[config.mk]
export PLATFORM = sky130hd
export DESIGN_NAME = hwms_max_out
export DESIGN_NICKNAME = d
export VERILOG_FILES = /design/src/rtl/hwms_pkg.sv /design/src/rtl/hwms_max_out.sv
export SDC_FILE = /design/constraint.sdc
export NUM_CORES = 1
export LEC_CHECK = 0
export BUFFER_PORTS_ARGS = -buffer_cell sky130_fd_sc_hd__buf_2
export CAP_MARGIN = 25
export CORE_ASPECT_RATIO = 1.75
export CORE_MARGIN = 8
export CORE_UTILIZATION = 40
export CTS_CLUSTER_SIZE = 25
export DETAILED_ROUTE_END_ITERATION = 12
export SYNTH_ARGS = -nofsm -noshare
export SYNTH_HDL_FRONTEND = slang
export SYNTH_SLANG_ARGS = --single-unit
export TNS_END_PERCENT = 100
[constraint.sdc]
create_clock -name clk -period 3.9 [get_ports clk]
set_input_delay 0.195 -clock clk [delete_from_list [all_inputs] [get_ports clk]]
set_output_delay 0.195 -clock clk [all_outputs]
set_load 0.03 [all_outputs]
[src/rtl/hwms_pkg.sv]
// hwms_pkg: shared types and constants for the hourglass window max-sum block
// no dependencies; imported by every module under rtl

package hwms_pkg;

    // configuration register geometry
    localparam int CFG_BITS     = 11;
    localparam int CFG_IDX_BITS = 2;

    typedef enum logic [CFG_IDX_BITS-1:0] {
        REG_GRID_WIDTH  = 2'd0,
        REG_GRID_HEIGHT = 2'd1
    } cfg_reg_e;

    localparam logic [CFG_BITS-1:0] GRID_DIM_RESET = 11'd6;
    localparam logic [CFG_BITS-1:0] GRID_DIM_MIN   = 11'd3;

    // first column / row at which a full 3x3 window exists
    localparam int WINDOW_FIRST_POS = 2;

    // per-sample control that travels down the pipeline
    typedef struct packed {
        logic win_ok;    // window is complete at this position
        logic grid_end;  // last sample of the grid
    } hwms_tag_t;

endpackage

[src/rtl/hwms_max_out.sv]
// hwms_max_out: running maximum of window sums and the result register
// depends on hwms_pkg

module hwms_max_out
    import hwms_pkg::*;
#(
    parameter int SUM_BITS = 19
)
(
    input  logic                       clk,
    input  logic                       rst_n,
    input  logic                       en,
    input  logic                       sum_valid,
    input  hwms_tag_t                  sum_tag,
    input  logic signed [SUM_BITS-1:0] sum,
    input  logic                       out_ready,
    output logic                       out_valid,
    output logic signed [SUM_BITS-1:0] max_sum,
    output logic                       stall
);

    localparam logic signed [SUM_BITS-1:0] MOST_NEG = {1'b1, {(SUM_BITS-1){1'b0}}};

    logic signed [SUM_BITS-1:0] best_reg;
    logic signed [SUM_BITS-1:0] best_cand;
    logic signed [SUM_BITS-1:0] max_sum_reg;
    logic                       out_valid_reg;
    logic                       emit;

    always_comb
    begin
        best_cand = (sum_tag.win_ok && (sum > best_reg)) ? sum : best_reg;
        emit      = en && sum_valid && sum_tag.grid_end;
        // a finished grid cannot leave while the previous result is still held
        stall     = sum_valid && sum_tag.grid_end && out_valid_reg && !out_ready;
    end

    always_ff @(posedge clk or negedge rst_n)
    begin
        if (!rst_n)
        begin
            best_reg      <= MOST_NEG;
            out_valid_reg <= 1'b0;
        end
        else
        begin
            if (en && sum_valid)
                best_reg <= sum_tag.grid_end ? MOST_NEG : best_cand;
            if (emit)
                out_valid_reg <= 1'b1;
            else if (out_ready)
                out_valid_reg <= 1'b0;
        end
    end

    always_ff @(posedge clk)
    begin
        if (emit)
            max_sum_reg <= best_cand;
    end

    assign out_valid = out_valid_reg;
    assign max_sum   = max_sum_reg;

endmodule

==> impl_results.md <==
* Status: complete, no violations
* Setup Skew at 5.95 ps
* Post-CTS setup buffers at 0
* Die area at around 8500 um2
* Die height at 116 um
* Seq/Total Area, Yosys at 47.1%
* Routed vias/inst at 4.98
* Yosys cell types at 40
* Drt total wl at between 4000 and 5000 um
* Largest net degree at the start of global routing at 22
* Peak supply drop at 0.000201 V
* Slew Viols, Final at 0
* Layout cells sized above 1 at a little under a third
* Remaining antenna violation count at 0
* M3 GR Usage at between 3 and 4%
* Worst min path class: primary input to flop
* M2 GR Usage at between 20% and 30%
* Resize count post-CTS at 0
* Fin worst setup slack at 923 ps
* CTS tree: yes
* Post-synth EDFFs at 19
* Total power density per cell area at 392 nW/um2
* Rows at 36
* Synth top area cells: edfxtp_1, dfrtp_1, ha_1
* Port Buffers at 46
* Number of synthesized register bits at 39
* Reg clk slew, reported paths at approximately 70 ps
* Critical path arrival at 3120 ps
* Final-report hold violation count at 0
* Core area at 5540 um2
* Mapped Cells at 181
* Congestion Overflow GR at 0
* Vias in the first global route at roughly 1,700
* Synth-to-layout area growth at 16.5%
* Commonest non-fill, non-tap cell in the layout: buf_2
* Fin crit share at 76.3%
* H-tree depth at 2
* Worst Path Max Fanout at 13
* Synthesized area at 2280 um2
* Synth Area per Inst at approximately 13 um2
* Setup tns final at 0 ps
* Required time of the critical path at 4040 ps
* Ys async rst share at 51.3%
* Commonest cells after routing, fill and taps aside: buf_2, inv_1, ha_1, dfrtp_1, edfxtp_1
* GR peak layer: met2
* Top-area cell type share of the netlist area at 25.1%
* Ys flop type: edfxtp_1
* CP Capture Type: flop
* HPWL Detailed at between 3000 and 4000 um
* Vias at 1,539
* Root Buffer: clkbuf_8
* Initial antenna violation count at 0
* Max Freq at 336 MHz
* GPL Wtd Cong at between 0.8 and 0.9
* 1st-iter DRT viols at 66
* DRT Pass-1 Iters at 4
* GR Util met1 at 13.0%
* Clock Path Buffers at 2
* Die span in x at 73.0 um
* Total CTS buffers at 5
* Tot GR Track Use at 12.3%
* Drt wl/cell at approximately 15 um
* Fin nets at 277
* Max-cap viol count at 0
* # hold bufs at CTS at 1
* P_leak at 0.00129 uW
* Clock period minus worst slack at 2980 ps
* CTS sink cnt at 39
* Final setup viols at 0
* Worst Tran Pin Value at between 900 and 1000 ps
* Synth Net Count at between 200 and 250
* Yosys Warn Count at 0
* Initial Util at approximately two fifths
* Clk_lat worst skew at 290 ps
* Relative slew slack at 39.5%
* Yosys top cell by area: edfxtp_1
* First-pass GRT wire length at 8000 um
* I/O pin cnt at 47
* # DRC at 0
* Place WS at just over 900 ps
* Worst setup SP type: flop
* RSZ-0062 raised after global routing: no
* Critical path class: flop to flop
* Diodes inserted at 0
==> per-layer routing <==
metal | wire (um) | part of all wire, %
met5 | 0 | 0
met3 | 250 | 5.2
met2 | 2480 | 52
met1 | 1970 | 41
met4 | 85 | 1.8
==> critical path: stages, from the launching register on <==
cell	delay [ps]
dfstp_2	550
inv_1	40
ha_1	370
nand4_2	170
o41a_1	490
o21a_1	150
nand2_1	530
buf_4	320
mux2i_1	200
==> path summary, 6_finish.rpt <==
kind | cells past startpoint | slack [ps] | from | endpoint
worst min register to register | 1 | 500 | out_valid | out_valid
min in group asynchronous | 2 | 410 | rst_n | best_reg[15]
worst max-delay path | 8 | 920 | best_reg[18] | max_sum[7]
max in group asynchronous | 2 | 3130 | rst_n | best_reg[18]
worst max register to register | 8 | 920 | best_reg[18] | max_sum[7]
worst min-delay path | 2 | 180 | sum[18] | best_reg[18]
==> cells in the mapped netlist (2+ instances only) <==
master and instances:
inv_1 39, dfrtp_1 19, edfxtp_1 19, ha_1 19, mux2i_1 17, o32ai_2 10
o32ai_1 7, and3_1 4, nand2_1 4, a21o_1 3, a21oi_1 3, a221o_1 2
and4_1 2, buf_4 2, buf_6 2, mux2_1 2, nand3b_1 2, nand4_1 2
nor2_1 2
==> cell families (layout without fill, tap and decap cells) <==
family | after synthesis | after routing | synth area share, %
buffers and inverters | 45 | 97 | 9.18
DFF | 39 | 39 | 47.1
AOI/OAI and AO/OA | 37 | 37 | 18.0
and+or+nand+nor | 22 | 22 | 6.81
adders and majority gates | 19 | 19 | 10.4
muxes | 19 | 19 | 8.46
==> per-stage QoR <==
step | hold WS [ps] | cells | instance area (um2) | power (uW) | util [%]
after detailed placement | 202 | 300 | 2560 | 787 | 46.3
after global placement | 195 | 300 | 2560 | 785 | 46.3
final | 176 | 309 | 2650 | 1040 | 47.9
after global routing | 185 | 309 | 2650 | 1110 | 47.9
after CTS | 177 | 309 | 2650 | 1050 | 47.9
after floorplan | -101 | 181 | 2280 | 718 | -
==> power breakdown <==
group / switching, uW / total, uW / internal [uW] / leakage (uW)
sequential: 12.7 / 493 / 480 / 0.000443
clock: 137 / 264 / 127 / 0.0000395
combinational: 160 / 282 / 122 / 0.000807
total: 310 / 1040 / 729 / 0.00129
==> layout make-up <==
type | count | area, um2
Fill cell | 536 | 2890
Tap cell | 76 | 95.1
Sequential cell | 39 | 1070
Timing Repair Buffer | 50 | 263
Inverter | 39 | 146
Clock buffer | 8 | 80.1
Multi-Input combinational cell | 97 | 996
Power figures use the tool's default switching activity.
