`config.mk`:
```
export PLATFORM = sky130hd
export DESIGN_NAME = hwms_window
export DESIGN_NICKNAME = d
export VERILOG_FILES = /design/src/rtl/hwms_pkg.sv /design/src/rtl/hwms_window.sv
export SDC_FILE = /design/constraint.sdc
export NUM_CORES = 1
export LEC_CHECK = 0
export ABC_AREA = 1
export BUFFER_PORTS_ARGS = -buffer_cell sky130_fd_sc_hd__buf_4
export CORE_MARGIN = 5
export CORE_UTILIZATION = 24
export CTS_BUF_LIST = sky130_fd_sc_hd__clkbuf_4
export CTS_CLUSTER_SIZE = 8
export DETAILED_ROUTE_END_ITERATION = 7
export GPL_ROUTABILITY_DRIVEN = 0
export PLACE_DENSITY_LB_ADDON = 0.25
export SLEW_MARGIN = 20
export SYNTH_ARGS = -nofsm -noshare
export SYNTH_HDL_FRONTEND = slang
export SYNTH_SLANG_ARGS = --single-unit
```
`constraint.sdc`:
```
create_clock -name clk -period 8.4 [get_ports clk]
set_input_delay 1.26 -clock clk [delete_from_list [all_inputs] [get_ports clk]]
set_output_delay 1.26 -clock clk [all_outputs]
set_load 0.05 [all_outputs]
```
`src/rtl/hwms_pkg.sv`:
```
// hwms_pkg: shared types and constants for the hourglass window max-sum block
// no dependencies; imported by every module under rtl

package hwms_pkg;

    // configuration register geometry
    localparam int CFG_BITS     = 11;
    localparam int CFG_IDX_BITS = 2;

    typedef enum logic [CFG_IDX_BITS-1:0] {
        REG_GRID_WIDTH  = 2'd0,
        REG_GRID_HEIGHT = 2'd1
    } cfg_reg_e;

    localparam logic [CFG_BITS-1:0] GRID_DIM_RESET = 11'd6;
    localparam logic [CFG_BITS-1:0] GRID_DIM_MIN   = 11'd3;

    // first column / row at which a full 3x3 window exists
    localparam int WINDOW_FIRST_POS = 2;

    // per-sample control that travels down the pipeline
    typedef struct packed {
        logic win_ok;    // window is complete at this position
        logic grid_end;  // last sample of the grid
    } hwms_tag_t;

endpackage

```
`src/rtl/hwms_window.sv`:
```
// hwms_window: 3x3 sliding window and registered hourglass sum
// depends on hwms_pkg

module hwms_window
    import hwms_pkg::*;
#(
    parameter int SAMPLE_BITS = 16,
    parameter int SUM_BITS    = SAMPLE_BITS + 3
)
(
    input  logic                          clk,
    input  logic                          load,
    input  logic signed [SAMPLE_BITS-1:0] col_upper,
    input  logic signed [SAMPLE_BITS-1:0] col_lower,
    input  logic signed [SAMPLE_BITS-1:0] col_sample,
    output logic signed [SUM_BITS-1:0]    sum
);

    // win_reg[row][column], row 0 oldest line, column 2 newest
    logic signed [SAMPLE_BITS-1:0] win_reg [3][3];
    logic signed [SUM_BITS-1:0]    sum_reg;
    logic signed [SUM_BITS-1:0]    sum_next;

    // sum over the window after the shift
    always_comb
    begin
        sum_next = SUM_BITS'(win_reg[0][1]) + SUM_BITS'(win_reg[0][2])
                 + SUM_BITS'(col_upper)
                 + SUM_BITS'(win_reg[1][2])
                 + SUM_BITS'(win_reg[2][1]) + SUM_BITS'(win_reg[2][2])
                 + SUM_BITS'(col_sample);
    end

    always_ff @(posedge clk)
    begin
        if (load)
        begin
            for (int r = 0; r < 3; r++)
            begin
                win_reg[r][0] <= win_reg[r][1];
                win_reg[r][1] <= win_reg[r][2];
            end
            win_reg[0][2] <= col_upper;
            win_reg[1][2] <= col_lower;
            win_reg[2][2] <= col_sample;
            sum_reg       <= sum_next;
        end
    end

    assign sum = sum_reg;

endmodule

```
==> qor.txt <==
OUTCOME
-----------------------------------------------------------------------------------
Run status ........................................................... complete, no violations

DIE
-----------------------------------------------------------------------------------
Die Ht ...............................................................       172 um
Initial Utilization ..................................................        24.2%
X dimension of the die ...............................................       172 um
Die Footprint ........................................................    29600 um2
Floorplan Core Area ..................................................    26000 um2
IO Count .............................................................           69
Number of placement rows .............................................           59

FINAL LAYOUT
-----------------------------------------------------------------------------------
Commonest cells after routing, fill and taps aside ................... 209 x sky130_fd_sc_hd__inv_1, 99 x sky130_fd_sc_hd__edfxtp_1, 82 x sky130_fd_sc_hd__fa_1, 69 x sky130_fd_sc_hd__buf_4, 63 x sky130_fd_sc_hd__nand2_1
Most common library cell in the layout ignoring fill and taps ........ sky130_fd_sc_hd__inv_1
Ratio of cells with drive above 1 in the final layout ................        15.3%
Number of flip-flops in the largest register .........................           80
Cell area after layout ...............................................     7390 um2
Final net count ......................................................          776
Fill cells ...........................................................         2771
Growth of design area from synthesis to finish .......................        17.3%
Count of placed standard cells in the final layout, fillers left out .          966

TIMING
-----------------------------------------------------------------------------------
Max Clock Freq .......................................................      221 MHz
Normalized max-slew margin ...........................................        49.9%
TNS Setup ............................................................         0 ps
Final setup skew .....................................................      29.2 ps
Tightest Pin Transition ..............................................       752 ps
Final count of pins violating max slew ...............................            0
Unrepaired setup endpoints after global routing ......................           no
Hold Worst Slack .....................................................       456 ps
Crit path time final .................................................      4520 ps
Hold violation total from the final report ...........................            0
Final count of negative-setup-slack endpoints ........................            0
Final cycle utilization of the critical path .........................        53.8%

GRT
-----------------------------------------------------------------------------------
Largest net degree at the start of global routing ....................           56
Remaining global-route overflow ......................................            0
Number of global-route vias before repair ............................         3920
Global-route usage over all layers ...................................        8.40%
Antenna violations before repair .....................................            2
Wire length of the first global-routing pass .........................      19.3 mm

HOLD PATH
-----------------------------------------------------------------------------------
Worst Hold Depth .....................................................            0
Launch instance of the worst min-delay path .......................... win_reg[0][7]
Type of the most critical hold path .................................. flop to flop
Hold EP .............................................................. win_reg[0][23]

CRITICAL PATH
-----------------------------------------------------------------------------------
Worst R2R End ........................................................      sum[17]
Biggest cell delay along the critical path ...........................       560 ps
Endpoint class of the critical path ..................................         flop
Startpoint of the worst setup timing path ............................ col_upper[2]
Crit path max-delay family ...........................................  adder cells
Most used cell, CP ................................................... sky130_fd_sc_hd__fa_1
Cell with the largest stage delay on the worst path .................. sky130_fd_sc_hd__fa_1
Reg2Reg Launch Point ................................................. win_reg[0][2]
Worst Path Required ..................................................      8680 ps
Crit path launch type ................................................   input port
R2R depth ............................................................           15
Sequence of cells on the critical path ............................... buf_4 > inv_1 > fa_1 > inv_1 > fa_1 > fa_1 > fa_1 > inv_1 > fa_1 > nand3b_1 > nand2_1 > nand3_1 > nand2_2 > nand2_1 > nand3_1 > nand2_1
Crit path DAT ........................................................      4800 ps
Worst-path maximum fanout ............................................            3
Crit path buffers/inverters ..........................................            4
Setup slack of the most critical reg-to-reg path .....................      4350 ps
Type of the worst setup path ......................................... input port to flop

CLOCK NETWORK
-----------------------------------------------------------------------------------
Maximum clock path buffer count ......................................            2
Number of hold-repair buffers added at the cts stage .................            0
Clock insertion delay at the later pin of the skew report ............       510 ps
CTS tree .............................................................        built
Clock sink total .....................................................           99
Number of buffers inserted during clock tree synthesis ...............            9
Gates resized, CTS repair ............................................            0
Clock-pin transition on the worst setup and hold timing paths ........       170 ps
Post-CTS setup repair buffer count ...................................            0
CTS Root Buffer Type ................................................. sky130_fd_sc_hd__clkbuf_4
CTS H-Tree Depth .....................................................            3

LOGIC SYNTHESIS
-----------------------------------------------------------------------------------
Average cell area after synthesis ....................................     11.6 um2
Fraction of synthesized cell area taken by the top area cell type ....        47.2%
Post-Syn Area ........................................................     6300 um2
Count of warnings emitted by yosys ...................................            0
Proportion of synthesized chip area in sequential cells ..............        47.2%
Gate count of the mapped netlist .....................................          544
Yosys reg bits .......................................................           99
Top cells by area, synth ............................................. sky130_fd_sc_hd__edfxtp_1 47%, sky130_fd_sc_hd__fa_1 26%, sky130_fd_sc_hd__inv_1 12%, sky130_fd_sc_hd__ha_1 4.0%, sky130_fd_sc_hd__nand2_1 3.8%
Library cell occupying the most area in the post-synthesis netlist ... sky130_fd_sc_hd__edfxtp_1
Count of cell types in the netlist ...................................           20
Nets in the synthesized netlist ......................................          696

DETAILED ROUTING
-----------------------------------------------------------------------------------
Violation count after the first detailed-route iteration .............          112
Ratio of routed vias to standard cells ...............................         3.66
Final wirelength .....................................................      11.2 mm
Iteration count of the initial detailed-routing pass .................            4
Number of nets with antenna violations after detailed routing ........            0
Detail-routed net length per standard cell ...........................      11.6 um
DRC violations left ..................................................            0
Via total after detailed routing .....................................         3540

PLACEMENT
-----------------------------------------------------------------------------------
HPWL Detailed ........................................................      9.04 mm
Post-Place Cell Area .................................................     7240 um2
Cell count after placement ...........................................          948
Count of port buffers added during placement .........................           68

JOB
-----------------------------------------------------------------------------------
Number of maximum-capacitance violations .............................            0

[cell families (layout without fill, tap and decap cells)]
| family | count (synthesis) | in the layout | synth area share [%] |
|---|---|---|---|
| AO/OA/AOI/OAI | 22 | 22 | 1.85 |
| XOR/XNOR | 11 | 11 | 1.53 |
| adder cells (fa/ha/maj) | 102 | 102 | 30.0 |
| buffers and inverters | 209 | 294 | 12.5 |
| flip-flops | 99 | 99 | 47.2 |
| other | 0 | 2 | 0 |
| AND/OR/NAND/NOR | 101 | 101 | 6.97 |
[worst reg2reg max path, cell delays in order (launching register included)]
cell,delay [ps]
sky130_fd_sc_hd__edfxtp_1,410
sky130_fd_sc_hd__inv_1,60
sky130_fd_sc_hd__fa_1,480
sky130_fd_sc_hd__inv_1,60
sky130_fd_sc_hd__fa_1,500
sky130_fd_sc_hd__fa_1,530
sky130_fd_sc_hd__fa_1,560
sky130_fd_sc_hd__inv_1,70
sky130_fd_sc_hd__fa_1,460
sky130_fd_sc_hd__nand3b_1,180
sky130_fd_sc_hd__nand2_1,130
sky130_fd_sc_hd__nand3_1,100
sky130_fd_sc_hd__nand2_2,110
sky130_fd_sc_hd__nand2_1,70
sky130_fd_sc_hd__nand3_1,70
sky130_fd_sc_hd__nand2_1,60
[cell usage after synthesis, drive strengths merged]
cell	number
edfxtp	99
and2	2
nand3b	1
o21ai	5
xnor2	4
nand2	69
nand3	15
xor2	7
a21oi	16
a21o	1
inv	209
fa	82
nor2	12
ha	20
nor3	2
[worst max path at each step]
stage	endpoint	slack, ps	cells past startpoint
after floorplan	sum[13]	3650	15
after global placement	sum[13]	3360	16
after detailed placement	sum[13]	3320	16
after CTS	sum[13]	3910	16
after global routing	sum[13]	3710	16
final	sum[17]	3880	16
[layout make-up]
cell class	count	area, um2	share of cell area (%)
well taps	335	419	5.67
diodes	2	5.00	0.0677
repair buffers	69	518	7.01
flip-flops and latches	99	2970	40.2
multi-input cells	236	2540	34.4
clock buffers	9	67.6	0.914
inverters	209	785	10.6
clock inverters	7	82.6	1.12
[stage by stage]
step,setup WS (ps),utilization [%]
finish,3880,28.5
floorplan,3650,-
global route,3710,28.5
detailed placement,3320,27.9
CTS,3910,28.4
global placement,3360,27.9
[routing by layer]
layer	part of all wire, %	GRT usage (%)	up-vias
li1	-	-	1756
met1	45	10.7	1712
met2	48	14.0	60
met3	4.8	2.17	12
met4	1.6	2.77	0
met5	0	0	-
Power is not shown: default switching activity piles up to over one toggle a cycle in this logic, so the estimate is an artifact.
