<file path="src/rtl/hwms_pkg.sv">
// hwms_pkg: shared types and constants for the hourglass window max-sum block
// no dependencies; imported by every module under rtl

package hwms_pkg;

    // configuration register geometry
    localparam int CFG_BITS     = 11;
    localparam int CFG_IDX_BITS = 2;

    typedef enum logic [CFG_IDX_BITS-1:0] {
        REG_GRID_WIDTH  = 2'd0,
        REG_GRID_HEIGHT = 2'd1
    } cfg_reg_e;

    localparam logic [CFG_BITS-1:0] GRID_DIM_RESET = 11'd6;
    localparam logic [CFG_BITS-1:0] GRID_DIM_MIN   = 11'd3;

    // first column / row at which a full 3x3 window exists
    localparam int WINDOW_FIRST_POS = 2;

    // per-sample control that travels down the pipeline
    typedef struct packed {
        logic win_ok;    // window is complete at this position
        logic grid_end;  // last sample of the grid
    } hwms_tag_t;

endpackage

</file>
<file path="src/rtl/hwms_scan.sv">
// hwms_scan: raster position counters with size clamping and saturation
// depends on hwms_pkg

module hwms_scan
    import hwms_pkg::*;
#(
    parameter int MAX_WIDTH  = 1024,
    parameter int MAX_HEIGHT = 1024,
    parameter int COL_BITS   = $clog2(MAX_WIDTH),
    parameter int ROW_BITS   = $clog2(MAX_HEIGHT)
)
(
    input  logic                clk,
    input  logic                rst_n,
    input  logic                advance,
    input  logic [CFG_BITS-1:0] grid_width,
    input  logic [CFG_BITS-1:0] grid_height,
    output logic [COL_BITS-1:0] col,
    output hwms_tag_t           tag
);

    logic [COL_BITS-1:0] col_reg;
    logic [COL_BITS-1:0] col_next;
    logic [ROW_BITS-1:0] row_reg;
    logic [ROW_BITS-1:0] row_next;
    logic [CFG_BITS-1:0] w_eff;
    logic [CFG_BITS-1:0] h_eff;
    logic [COL_BITS-1:0] col_sat;
    logic [ROW_BITS-1:0] row_sat;
    logic                col_end;
    logic                row_end;

    function automatic logic [CFG_BITS-1:0] clamp_dim(
        input logic [CFG_BITS-1:0] v,
        input int unsigned         hi
    );
        logic [CFG_BITS-1:0] r;
        if (v < GRID_DIM_MIN)
            r = GRID_DIM_MIN;
        else if (32'(v) > hi)
            r = CFG_BITS'(hi);
        else
            r = v;
        return r;
    endfunction

    always_comb
    begin
        w_eff   = clamp_dim(grid_width, MAX_WIDTH);
        h_eff   = clamp_dim(grid_height, MAX_HEIGHT);
        col_sat = (32'(col_reg) >= 32'(w_eff)) ? COL_BITS'(w_eff - 11'd1) : col_reg;
        row_sat = (32'(row_reg) >= 32'(h_eff)) ? ROW_BITS'(h_eff - 11'd1) : row_reg;
        col_end = (32'(col_sat) == 32'(w_eff) - 32'd1);
        row_end = (32'(row_sat) == 32'(h_eff) - 32'd1);
        tag.win_ok   = (32'(col_sat) >= 32'(WINDOW_FIRST_POS))
                    && (32'(row_sat) >= 32'(WINDOW_FIRST_POS));
        tag.grid_end = col_end && row_end;
        col = col_sat;

        if (col_end)
        begin
            col_next = '0;
            row_next = row_end ? '0 : row_sat + ROW_BITS'(1);
        end
        else
        begin
            col_next = col_sat + COL_BITS'(1);
            row_next = row_sat;
        end
    end

    always_ff @(posedge clk or negedge rst_n)
    begin
        if (!rst_n)
        begin
            col_reg <= '0;
            row_reg <= '0;
        end
        else if (advance)
        begin
            col_reg <= col_next;
            row_reg <= row_next;
        end
    end

endmodule

</file>
<file path="config.mk">
export PLATFORM = sky130hd
export DESIGN_NAME = hwms_scan
export DESIGN_NICKNAME = d
export VERILOG_FILES = /design/src/rtl/hwms_pkg.sv /design/src/rtl/hwms_scan.sv
export SDC_FILE = /design/constraint.sdc
export NUM_CORES = 1
export LEC_CHECK = 0
export BUFFER_PORTS_ARGS = -buffer_cell sky130_fd_sc_hd__clkbuf_2
export CAP_MARGIN = 15
export CORE_MARGIN = 1
export CORE_UTILIZATION = 44
export DETAILED_ROUTE_END_ITERATION = 6
export GPL_TIMING_DRIVEN = 1
export SETUP_SLACK_MARGIN = 0.3
export SLEW_MARGIN = 15
export SYNTH_ARGS = -nofsm -noshare
export SYNTH_HDL_FRONTEND = slang
export SYNTH_SLANG_ARGS = --single-unit
</file>
<file path="constraint.sdc">
create_clock -name clk -period 6.1 [get_ports clk]
set_input_delay 0.61 -clock clk [delete_from_list [all_inputs] [get_ports clk]]
set_output_delay 0.61 -clock clk [all_outputs]
set_load 0.005 [all_outputs]
</file>
==> reports/qor.txt, run 1 <==
Worst Tran Pin Value = 0.872 ns
CTS tree = built
Row cnt = 30
Root buf cell = clkbuf_8
GRT Total Usage = 25.8%
Clk pwr share = 6.8%
Worst-path clk slew = 0.08 ns
Hold Path Class = primary input to asynchronous set/reset pin
Largest family of logic cells by synthesized area = simple AND/OR/NAND/NOR gates
Syn Inst Count = 427
Post-synthesis sequential area ratio = 15.8%
Slowest Stage Delay on Critical Path = 0.65 ns
# fillers = 698
Buf/Inv on CP = 5
Post-Route WL = 9.38 mm
Synthesized Nets = 478
Via count = 3322
Clk sinks = 20
Number of synthesized flops with an enable pin = 0
Vias per cell = 6.13
Fin crit share = 85.1%
Initial core utilization = 46.2%
Register area = 500 sq um
CP top delay family = simple AND/OR/NAND/NOR gates
Yosys warning count = 0
Boundary pin count = 37
CP max FO = 22
Post-Synth XOR/XNOR Area = 7.72%
M3 GR Usage = 2.37%
Pwr per Cell Area = 390 nW/um^2
Setup TNS = 0 ns
Sw frac = 51.9%
Synthesized area per cell = 7.44 sq um
Final Hold Fails = 0
Simple-gate share of the synthesized area = 27.9%
# Post-CTS Setup Buffers = 0
Worst slew margin = 41.1%
Worst endpoint data arrival time = 4.58 ns
Post-synthesis mux area share = 7.76%
Placed cell areas = 3400 sq um
Core Area = 6870 sq um
Post-Syn Area = 3180 sq um
Max clock buf depth = 2
Synth area leaders = dfrtp_1 16%, ha_1 10%, xnor2_1 6.6%
Compound-Gate Fraction of Synth Area = 24.1%
Cts repair resizes = 0
CP Data Required Time = 5.49 ns
WL per Instance = 17.3 um
CTS Buf Count = 3
Total power = 1.34 mW
Post-route DRC = 0
Final ANT Viol Nets = 0
Initial antenna violation count = 0
R2R Setup Slk = 2.28 ns
Nets = 499
Leakage power = 1.52 nW
Fmax achieved = 193 MHz
Die Height = 87.0 um
Width of the die = 87.0 um
R2R Path Start = col_reg[2]
Worst Setup End Kind = output port
Post-DP HPWL = 7.34 mm
RSZ-0062 raised after global routing = false
CP Class = primary input to output port
Synthesized flop and latch total = 20
Final Critical Period = 5.19 ns
PortBufs = 36
Largest net degree at the start of global routing = 28
Sw Pwr = 0.696 mW
Multi-input gate area = 2470 sq um
Share of cells above drive strength 1 = 14.8%
Post-synth ARST share = 100%
Min Hold Slack = 0.332 ns
Slew Viols, Final = 0
GR Util met2 = 37.6%
Design Area, Final = 3440 sq um
Largest area contributor in the netlist = dfrtp_1
Prevailing post-synth register cell = dfrtp_1
Met1 Usage GRT = 41.2%
DRT iter0 DRCs = 276
Layout area overhead = 8.23%
Reg-to-Reg End = col_reg[8]
Worst skew pair latency = 0.26 ns
H-tree levels = 1
Flop pwr share = 23.7%
Area of the die = 7560 sq um
Gr ovfl total = 0
GP Congestion = 0.920
CP Launch Type = primary input
Vias in the first global route = 2996
Outcome = complete, no violations
Post-synth top area share = 15.8%
Ant diodes = 0
CP Cell Sequence = clkbuf_2, nor4_1, and2_0, o21ai_0, inv_1, ha_1, nand2b_1, a31oi_1, o21bai_1, a21oi_2, buf_4, mux2i_1, inv_1, ha_1, nor4_1, nor2_1, clkbuf_2
Gr busiest metal = met1
Synth Area in Adders = 10.2%
Comb power frac = 69.5%
CP max-delay cell = nor4_1
Commonest non-fill, non-tap cells in the layout = 41 x nand2_1, 37 x nor2_1, 36 x clkbuf_2
Max Cap Viol = 0
Hold-fix buffers, CTS = 0
First-pass GRT wire length = 15.5 mm
Worst Reg-to-Reg Cells = 11
DRT Pass-1 Iters = 5
Final setup fails = 0
P_int = 0.644 mW
Peak supply drop = 0.265 mV
Distinct cells, synth = 69
Clk_skew = 0.00817 ns
Most common cell after layout, fill and taps aside = nand2_1
==> power groups by stage <==
stage                     clock network (mW)  registers, mW  logic, mW
final                                 0.0912          0.318      0.931
after global routing                  0.0970          0.327       1.03
after CTS                             0.0928          0.314      0.925
after detailed placement                   0          0.315      0.920
after global placement                     0          0.316      0.913
after floorplan                            0          0.264      0.700
==> how the worst max path moves through the flow <==
stage                   start  endpoint  slack, ns  cells after the start
2_1_floorplan  grid_height[9]    tag[1]       1.40                     16
3_3_place_gp   grid_height[9]    tag[1]       0.96                     17
3_5_place_dp    grid_width[6]    tag[1]        1.0                     14
4_1_cts         grid_width[6]    tag[1]       0.99                     14
5_1_grt         grid_width[6]    tag[1]       0.68                     16
6_report       grid_height[9]    tag[1]       0.91                     17
==> kinds of logic after synthesis <==
family                   after synthesis
AO/OA/AOI/OAI                        112
XOR/XNOR                              28
adder cells (fa/ha/maj)               26
buffers and inverters                 51
flip-flops                            20
multiplexers                          24
AND/OR/NAND/NOR                      166
==> stage by stage <==
step / setup WS (ns) / utilization, % / cells
floorplan: 1.40 / - / 427
global placement: 0.964 / 49.5 / 539
detailed placement: 0.997 / 49.5 / 539
CTS: 0.993 / 50.1 / 542
global route: 0.684 / 50.1 / 542
finish: 0.912 / 50.1 / 542
==> synthesized netlist by cell type (all sizes together), types with 3 or more instances <==
cell / count
nand4: 8
a21oi: 25
nor2: 37
ha: 26
or2: 4
o31a: 3
clkbuf: 14
a211oi: 7
a21o: 4
a31oi: 5
o21ai: 30
nand4b: 3
o211ai: 4
nand2: 41
mux2: 5
and3: 8
or3: 5
mux2i: 19
nand3b: 3
nand3: 14
nor4: 11
xor2: 4
xnor2: 24
inv: 29
dfrtp: 20
o22ai: 5
or4: 5
nand2b: 7
buf: 8
o31ai: 6
nor3b: 4
nor3: 7
==> metal layers <==
layer | share of wire [%] | vias up
met4 | 0.51 | 0
met3 | 6.8 | 4
met2 | 41 | 122
met1 | 52 | 1573
li1 | - | 1623
met5 | 0 | -
==> cell type report <==
cell class	instances	area share (%)
Clock buffer	3	1.20
Inverter	29	3.17
Multi-Input combinational cell	356	71.9
Sequential cell	20	14.6
Tap cell	96	3.49
Timing Repair Buffer	38	5.68
Power figures use the tool's default switching activity.
==> run 2: changes to the inputs <==
--- a/config.mk
+++ b/config.mk
@@ -8,9 +8,10 @@
 export BUFFER_PORTS_ARGS = -buffer_cell sky130_fd_sc_hd__clkbuf_2
 export CAP_MARGIN = 15
 export CORE_MARGIN = 1
-export CORE_UTILIZATION = 44
+export CORE_UTILIZATION = 55
 export DETAILED_ROUTE_END_ITERATION = 6
 export GPL_TIMING_DRIVEN = 1
+export PLACE_DENSITY = 0.76
 export SETUP_SLACK_MARGIN = 0.3
 export SLEW_MARGIN = 15
 export SYNTH_ARGS = -nofsm -noshare
==> run 2 against run 1 <==
  * Die area shrank 20%
  * Largest power group unchanged
  * Flip-flop and latch count unchanged
  * Critical path type unchanged
  * Sequential power is essentially flat
  * Power is 0.34% higher
  * Critical path depth down 3
==> reports/qor.txt, run 2 (synthesized netlist as in run 1, its figures left out) <==
Outcome = complete, no violations
Via count = 3374 (+1.6%)
Ant diodes = 0 (unchanged)
CP max FO = 18 (-18%)
Share of cells above drive strength 1 = 14.8% (unchanged)
CTS tree = built
Setup TNS = 0 ns (unchanged)
Post-Route WL = 8.83 mm (-5.8%)
Initial core utilization = 57.3% (+11 points)
Slew Viols, Final = 0 (unchanged)
Worst Tran Pin Value = 0.868 ns (-0.00488 ns)
Gr ovfl total = 0 (unchanged)
Width of the die = 78 um (-10%)
First-pass GRT wire length = 14.5 mm (-6.4%)
Fin crit share = 85.0% (about the same)
Pwr per Cell Area = 394 nW/um^2 (+1.0%)
GP Congestion = 0.989 (+7.5%)
Post-DP HPWL = 6.89 mm (-6.1%)
WL per Instance = 17.1 um (-1.4%)
Vias in the first global route = 3031 (+1.2%)
Most common cell after layout, fill and taps aside = nand2_1
RSZ-0062 raised after global routing = false
Area of the die = 6080 sq um (-20%)
Post-Layout Cell Count = 518 (-4.4%)
Worst Setup End Kind = output port
CTS Buf Count = 3 (unchanged)
Final setup fails = 0 (unchanged)
CP Launch Type = primary input
Initial antenna violation count = 0 (unchanged)
PortBufs = 36 (unchanged)
Die Height = 78 um (-10%)
Slowest Stage Delay on Critical Path = 0.67 ns (+0.02 ns)
Hold-fix buffers, CTS = 0 (unchanged)
Final Hold Fails = 0 (unchanged)
Root buf cell = clkbuf_8
Hold Path Class = primary input to asynchronous set/reset pin
Max clock buf depth = 2 (unchanged)
Boundary pin count = 37 (unchanged)
GRT Total Usage = 29.4% (+3.6 points)
Peak supply drop = 0.279 mV (+5.5%)
Max Cap Viol = 0 (unchanged)
Placed instance count = 514 (-4.6%)
CP Class = primary input to output port
Final Critical Period = 5.19 ns (-0.00189 ns)
# Post-CTS Setup Buffers = 0 (unchanged)
Buf/Inv on CP = 2 (-3)
DRT Pass-1 Iters = 5 (unchanged)
Largest net degree at the start of global routing = 28 (unchanged)
Worst slew margin = 41.4% (+0.33 points)
DRT iter0 DRCs = 394 (+43%)
Vias per cell = 6.51 (+6.3%)
CP max-delay cell = o22a_1
Fmax achieved = 193 MHz (about the same)
Nets = 498 (-0.20%)
Post-route DRC = 0 (unchanged)
Worst endpoint data arrival time = 4.58 ns (about the same)
Layout area overhead = 7.48%
Cts repair resizes = 0 (unchanged)
Leakage power = 1.52 nW (+0.13%)
Commonest non-fill, non-tap cells in the layout = 41 x nand2_1, 37 x nor2_1, 36 x clkbuf_2
Worst-path clk slew = 0.08 ns (about the same)
CP Cell Sequence = clkbuf_2, nor4_4, and3_1, o21ai_0, ha_1, a21oi_1, o21ai_0, a21oi_1, o22a_1, mux2_2, or4_1, nor4_1, nor2_1, clkbuf_2
Finished Core Util = 61.6% (+12 points)
Core Area = 5540 sq um (-19%)
Row cnt = 27 (-10%)
Min Hold Slack = 0.303 ns (-0.0289 ns)
Worst skew pair latency = 0.26 ns (about the same)
Final ANT Viol Nets = 0 (unchanged)
Total power = 1.34 mW (+0.34%)
CP top delay family = simple AND/OR/NAND/NOR gates
H-tree levels = 1 (unchanged)
CP Data Required Time = 5.49 ns (about the same)
Clk sinks = 20 (unchanged)
Clk_skew = 0.00227 ns (-0.00590 ns)
[run 2: stage by stage]
stage               instance area (sq um)  setup WS, ns
global placement                     3360          1.05
finish                               3410         0.914
CTS                                  3410         0.965
global route                         3410         0.632
detailed placement                   3360         0.988
floorplan                            3180          1.40
[run 2: path summary, 6_finish.rpt]
kind / from / to / slack, ns / cells past startpoint
max reg2reg: col_reg[2] / col_reg[8] / 2.33 / 11
min: rst_n / row_reg[9] / 0.30 / 1
max in group asynchronous: rst_n / col_reg[2] / 5.44 / 1
min in group clk: col_reg[6] / col_reg[6] / 0.63 / 1
min reg2reg: col_reg[6] / col_reg[6] / 0.63 / 1
max: grid_width[6] / tag[1] / 0.91 / 14
[run 2: cell type report]
| cell class | instances | area (sq um) |
|---|---|---|
| clock buffers | 4 | 55.1 |
| fillers | 515 | 2130 |
| inverters | 29 | 109 |
| multi-input cells | 356 | 2470 |
| flip-flops and latches | 20 | 500 |
| well taps | 72 | 90.1 |
| repair buffers | 37 | 188 |
[run 2: routing by layer]
layer	wire length (um)	global-route usage [%]
met5	0	0
met4	65	5.37
met3	769	3.53
met2	3820	46.0
met1	4180	43.3
[run 2: worst register-to-register path: stages, from the launching register on]
cell and delay (ns):
dfrtp_1 0.50, ha_1 0.36, a21oi_1 0.13, o21ai_0 0.11
a21oi_1 0.21, o22a_1 0.67, mux2i_1 0.42, ha_1 0.26
a21boi_0 0.43, and3_1 0.26, xnor2_1 0.09, o31ai_1 0.23
[run 2: power by group]
group	leakage (nW)	switching, mW	internal [mW]	total [mW]
clock network	0.0288	0.0485	0.0576	0.106
logic	1.25	0.518	0.404	0.923
registers	0.242	0.122	0.193	0.316
==> run 3: changes to the inputs <==
--- a/config.mk
+++ b/config.mk
@@ -5,13 +5,14 @@
 export SDC_FILE = /design/constraint.sdc
 export NUM_CORES = 1
 export LEC_CHECK = 0
-export BUFFER_PORTS_ARGS = -buffer_cell sky130_fd_sc_hd__clkbuf_2
 export CAP_MARGIN = 15
+export CORE_ASPECT_RATIO = 1.1
 export CORE_MARGIN = 1
 export CORE_UTILIZATION = 55
 export DETAILED_ROUTE_END_ITERATION = 6
+export DONT_BUFFER_PORTS = 1
 export GPL_TIMING_DRIVEN = 1
-export PLACE_DENSITY = 0.76
+export PLACE_DENSITY = 0.7
 export SETUP_SLACK_MARGIN = 0.3
 export SLEW_MARGIN = 15
 export SYNTH_ARGS = -nofsm -noshare
==> run 3 against run 2 <==
  * Critical path depth did not move
  * Core utilization fell by 2.0 points
  * Cell area fell by 4.5%
  * Via count fell by 5.8%
  * Final cell count fell by 5.8%
  * Flip-flop and latch count did not move
  * Worst setup slack improved by 0.14 ns
  * Sequential share of layout area rose by 0.69 points
  * Global-route usage rose by 0.81 points
  * Die area barely moved
  * Clock skew barely moved
  * First-iteration DRC count fell by 34%
  * Critical endpoint unchanged
  * Highest routed layer unchanged
==> reports/qor.txt, run 3 (synthesized netlist as in run 1, its figures left out) <==
DRT iter0 DRCs = 259 (-34%)
# Post-CTS Setup Buffers = 0 (unchanged)
Setup crit end = tag[1]
Worst endpoint data arrival time = 4.44 ns (-0.14 ns)
Nets = 465 (-6.6%)
Area of the die = 6080 sq um (about the same)
R2R Setup Slk = 2.34 ns (about the same)
CP Cell Sequence = nor4_2, and2_0, o21ai_0, inv_1, ha_1, nand2b_1, a31oi_1, o21bai_1, a21oi_2, buf_4, o21ai_0, ha_1, nor4_1, nor2_1
CP Launch Type = primary input
Post-route DRC = 0 (unchanged)
WL per Instance = 18.0 um (+5.4%)
Total power = 1.27 mW (-5.7%)
Largest net degree at the start of global routing = 28 (unchanged)
Share of cells above drive strength 1 = 7.99% (-6.8 points)
Leakage power = 1.39 nW (-8.9%)
CP Data Required Time = 5.49 ns (about the same)
R2R Path Start = row_reg[2]
Hold-fix buffers, CTS = 0 (unchanged)
CTS tree = built
RSZ-0062 raised after global routing = false
Design Area, Final = 3260 sq um (-4.5%)
Root buf cell = clkbuf_8
Top routing layer in use = met4
Hold Path Class = primary input to asynchronous set/reset pin
Cts repair resizes = 0 (unchanged)
CTS Buf Count = 3 (unchanged)
Peak supply drop = 0.235 mV (-16%)
CP Class = primary input to output port
First-pass GRT wire length = 14.3 mm (-1.1%)
Width of the die = 74.5 um (-4.5%)
Final ANT Viol Nets = 0 (unchanged)
Max Cap Viol = 0 (unchanged)
CP max FO = 16 (-2)
Ant diodes = 0 (unchanged)
Final setup fails = 0 (unchanged)
Via count = 3177 (-5.8%)
DRT Pass-1 Iters = 5 (unchanged)
Worst skew pair latency = 0.26 ns (about the same)
Final Hold Fails = 0 (unchanged)
Comb power frac = 67.0% (-1.6 points)
Commonest non-fill, non-tap cells in the layout = 41 x nand2_1, 37 x nor2_1, 29 x inv_1, 29 x o21ai_0, 26 x ha_1
Core Area = 5470 sq um (-1.4%)
Worst Setup End Kind = output port
Met2 wire length = 4.68 mm (+23%)
Slew Viols, Final = 0 (unchanged)
Worst Tran Pin Value = 0.821 ns (-0.0470 ns)
Vias in the first global route = 2990 (-1.4%)
Fin crit share = 82.8% (-2.3 points)
Worst Reg-to-Reg Cells = 14 (+3)
H-tree levels = 1 (unchanged)
Vias per cell = 6.51 (about the same)
P_int = 0.627 mW (-4.3%)
Slowest Stage Delay on Critical Path = 0.64 ns (-0.03 ns)
Post-Route WL = 8.77 mm (-0.71%)
Worst slew margin = 45.3% (+3.9 points)
Die Height = 81.7 um (+4.8%)
Metal3 WL = 366 um (-52%)
PortBufs = 0 (-100%)
# fillers = 540 (+4.9%)
CP max-delay cell = a21oi_2
Pwr per Cell Area = 389 nW/um^2 (-1.3%)
Worst-path clk slew = 0.08 ns (about the same)
Clk pwr share = 8.2% (+0.3 points)
Final Critical Period = 5.05 ns (-0.138 ns)
Placement Setup Slack = 1.09 ns (+0.0995 ns)
GRT Total Usage = 30.2% (+0.81 points)
Boundary pin count = 37 (unchanged)
Final worst slack = 1.05 ns (+0.138 ns)
Fmax achieved = 198 MHz (+2.7%)
Layout area overhead = 2.64%
Most common cell after layout, fill and taps aside = nand2_1
Outcome = complete, no violations
Sw Pwr = 0.641 mW (-7.0%)
Initial core utilization = 58.1% (+0.79 points)
Flop pwr share = 24.8% (+1.3 points)
Placed cell areas = 3210 sq um (-4.6%)
Post-DP HPWL = 6.88 mm (-0.19%)
Gr ovfl total = 0 (unchanged)
Clk_skew = 0.00252 ns (+0.000254 ns)
CP startpoint = grid_height[5]
Reg-to-Reg End = row_reg[6]
Clk sinks = 20 (unchanged)
Sw frac = 50.6% (-0.72 points)
Max clock buf depth = 2 (unchanged)
Setup TNS = 0 ns (unchanged)
Row cnt = 28 (+3.7%)
GP Congestion = 0.906 (-8.4%)
Initial antenna violation count = 0 (unchanged)
M1 WL = 3.52 mm (-16%)
==> run 3: changes by cell type in the layout (fill, tap and decap cells not counted), sizes merged <==
| cell | change |
|---|---|
| clkbuf | -36 |
| buf | +3 |
==> run 3: cell type report <==
| class | instances | area (sq um) | area share, % |
|---|---|---|---|
| inverter | 29 | 109 | 3.34 |
| multi-input combinational | 356 | 2470 | 75.8 |
| tap | 75 | 93.8 | 2.88 |
| clock buffer | 4 | 55.1 | 1.69 |
| sequential | 20 | 500 | 15.3 |
| timing repair buffer | 4 | 30.0 | 0.921 |
==> run 3: through the flow <==
stage	util, %	cells	hold slack, ns
after floorplan	-	427	0.314
after global placement	58.7	484	0.315
after detailed placement	58.7	484	0.315
after CTS	59.7	488	0.0220
after global routing	59.7	488	0.0117
final	59.7	488	0.0329
==> run 3: worst min-delay path by stage <==
stage,start,end,slack (ns),cells past startpoint
2_1_floorplan,rst_n,col_reg[0],0.31,0
3_3_place_gp,rst_n,row_reg[5],0.31,0
3_5_place_dp,rst_n,row_reg[5],0.31,0
4_1_cts,rst_n,col_reg[2],0.02,0
5_1_grt,rst_n,col_reg[6],0.01,0
6_report,rst_n,col_reg[6],0.03,0
==> run 3: power by group through the flow <==
| stage | Combinational, mW | Clock (mW) | Sequential (mW) |
|---|---|---|---|
| 2_1_floorplan | 0.700 | 0 | 0.264 |
| 3_3_place_gp | 0.826 | 0 | 0.312 |
| 3_5_place_dp | 0.842 | 0 | 0.313 |
| 4_1_cts | 0.845 | 0.108 | 0.311 |
| 5_1_grt | 0.953 | 0.113 | 0.323 |
| 6_report | 0.849 | 0.103 | 0.315 |
==> run 3: layer usage <==
metal / vias up / GRT usage (%)
met2: 107 / 55.1
met1: 1505 / 36.0
met3: 18 / 4.54
met5: - / 0
met4: 0 / 9.06
li1: 1547 / -
==> run 3: worst max-delay path, delay by kind of cell <==
| family | cells | cell delay [ns] |
|---|---|---|
| AOI/OAI and AO/OA | 5 | 1.36 |
| and+or+nand+nor | 5 | 1.54 |
| buffers and inverters | 2 | 0.43 |
| adders and majority gates | 2 | 0.50 |
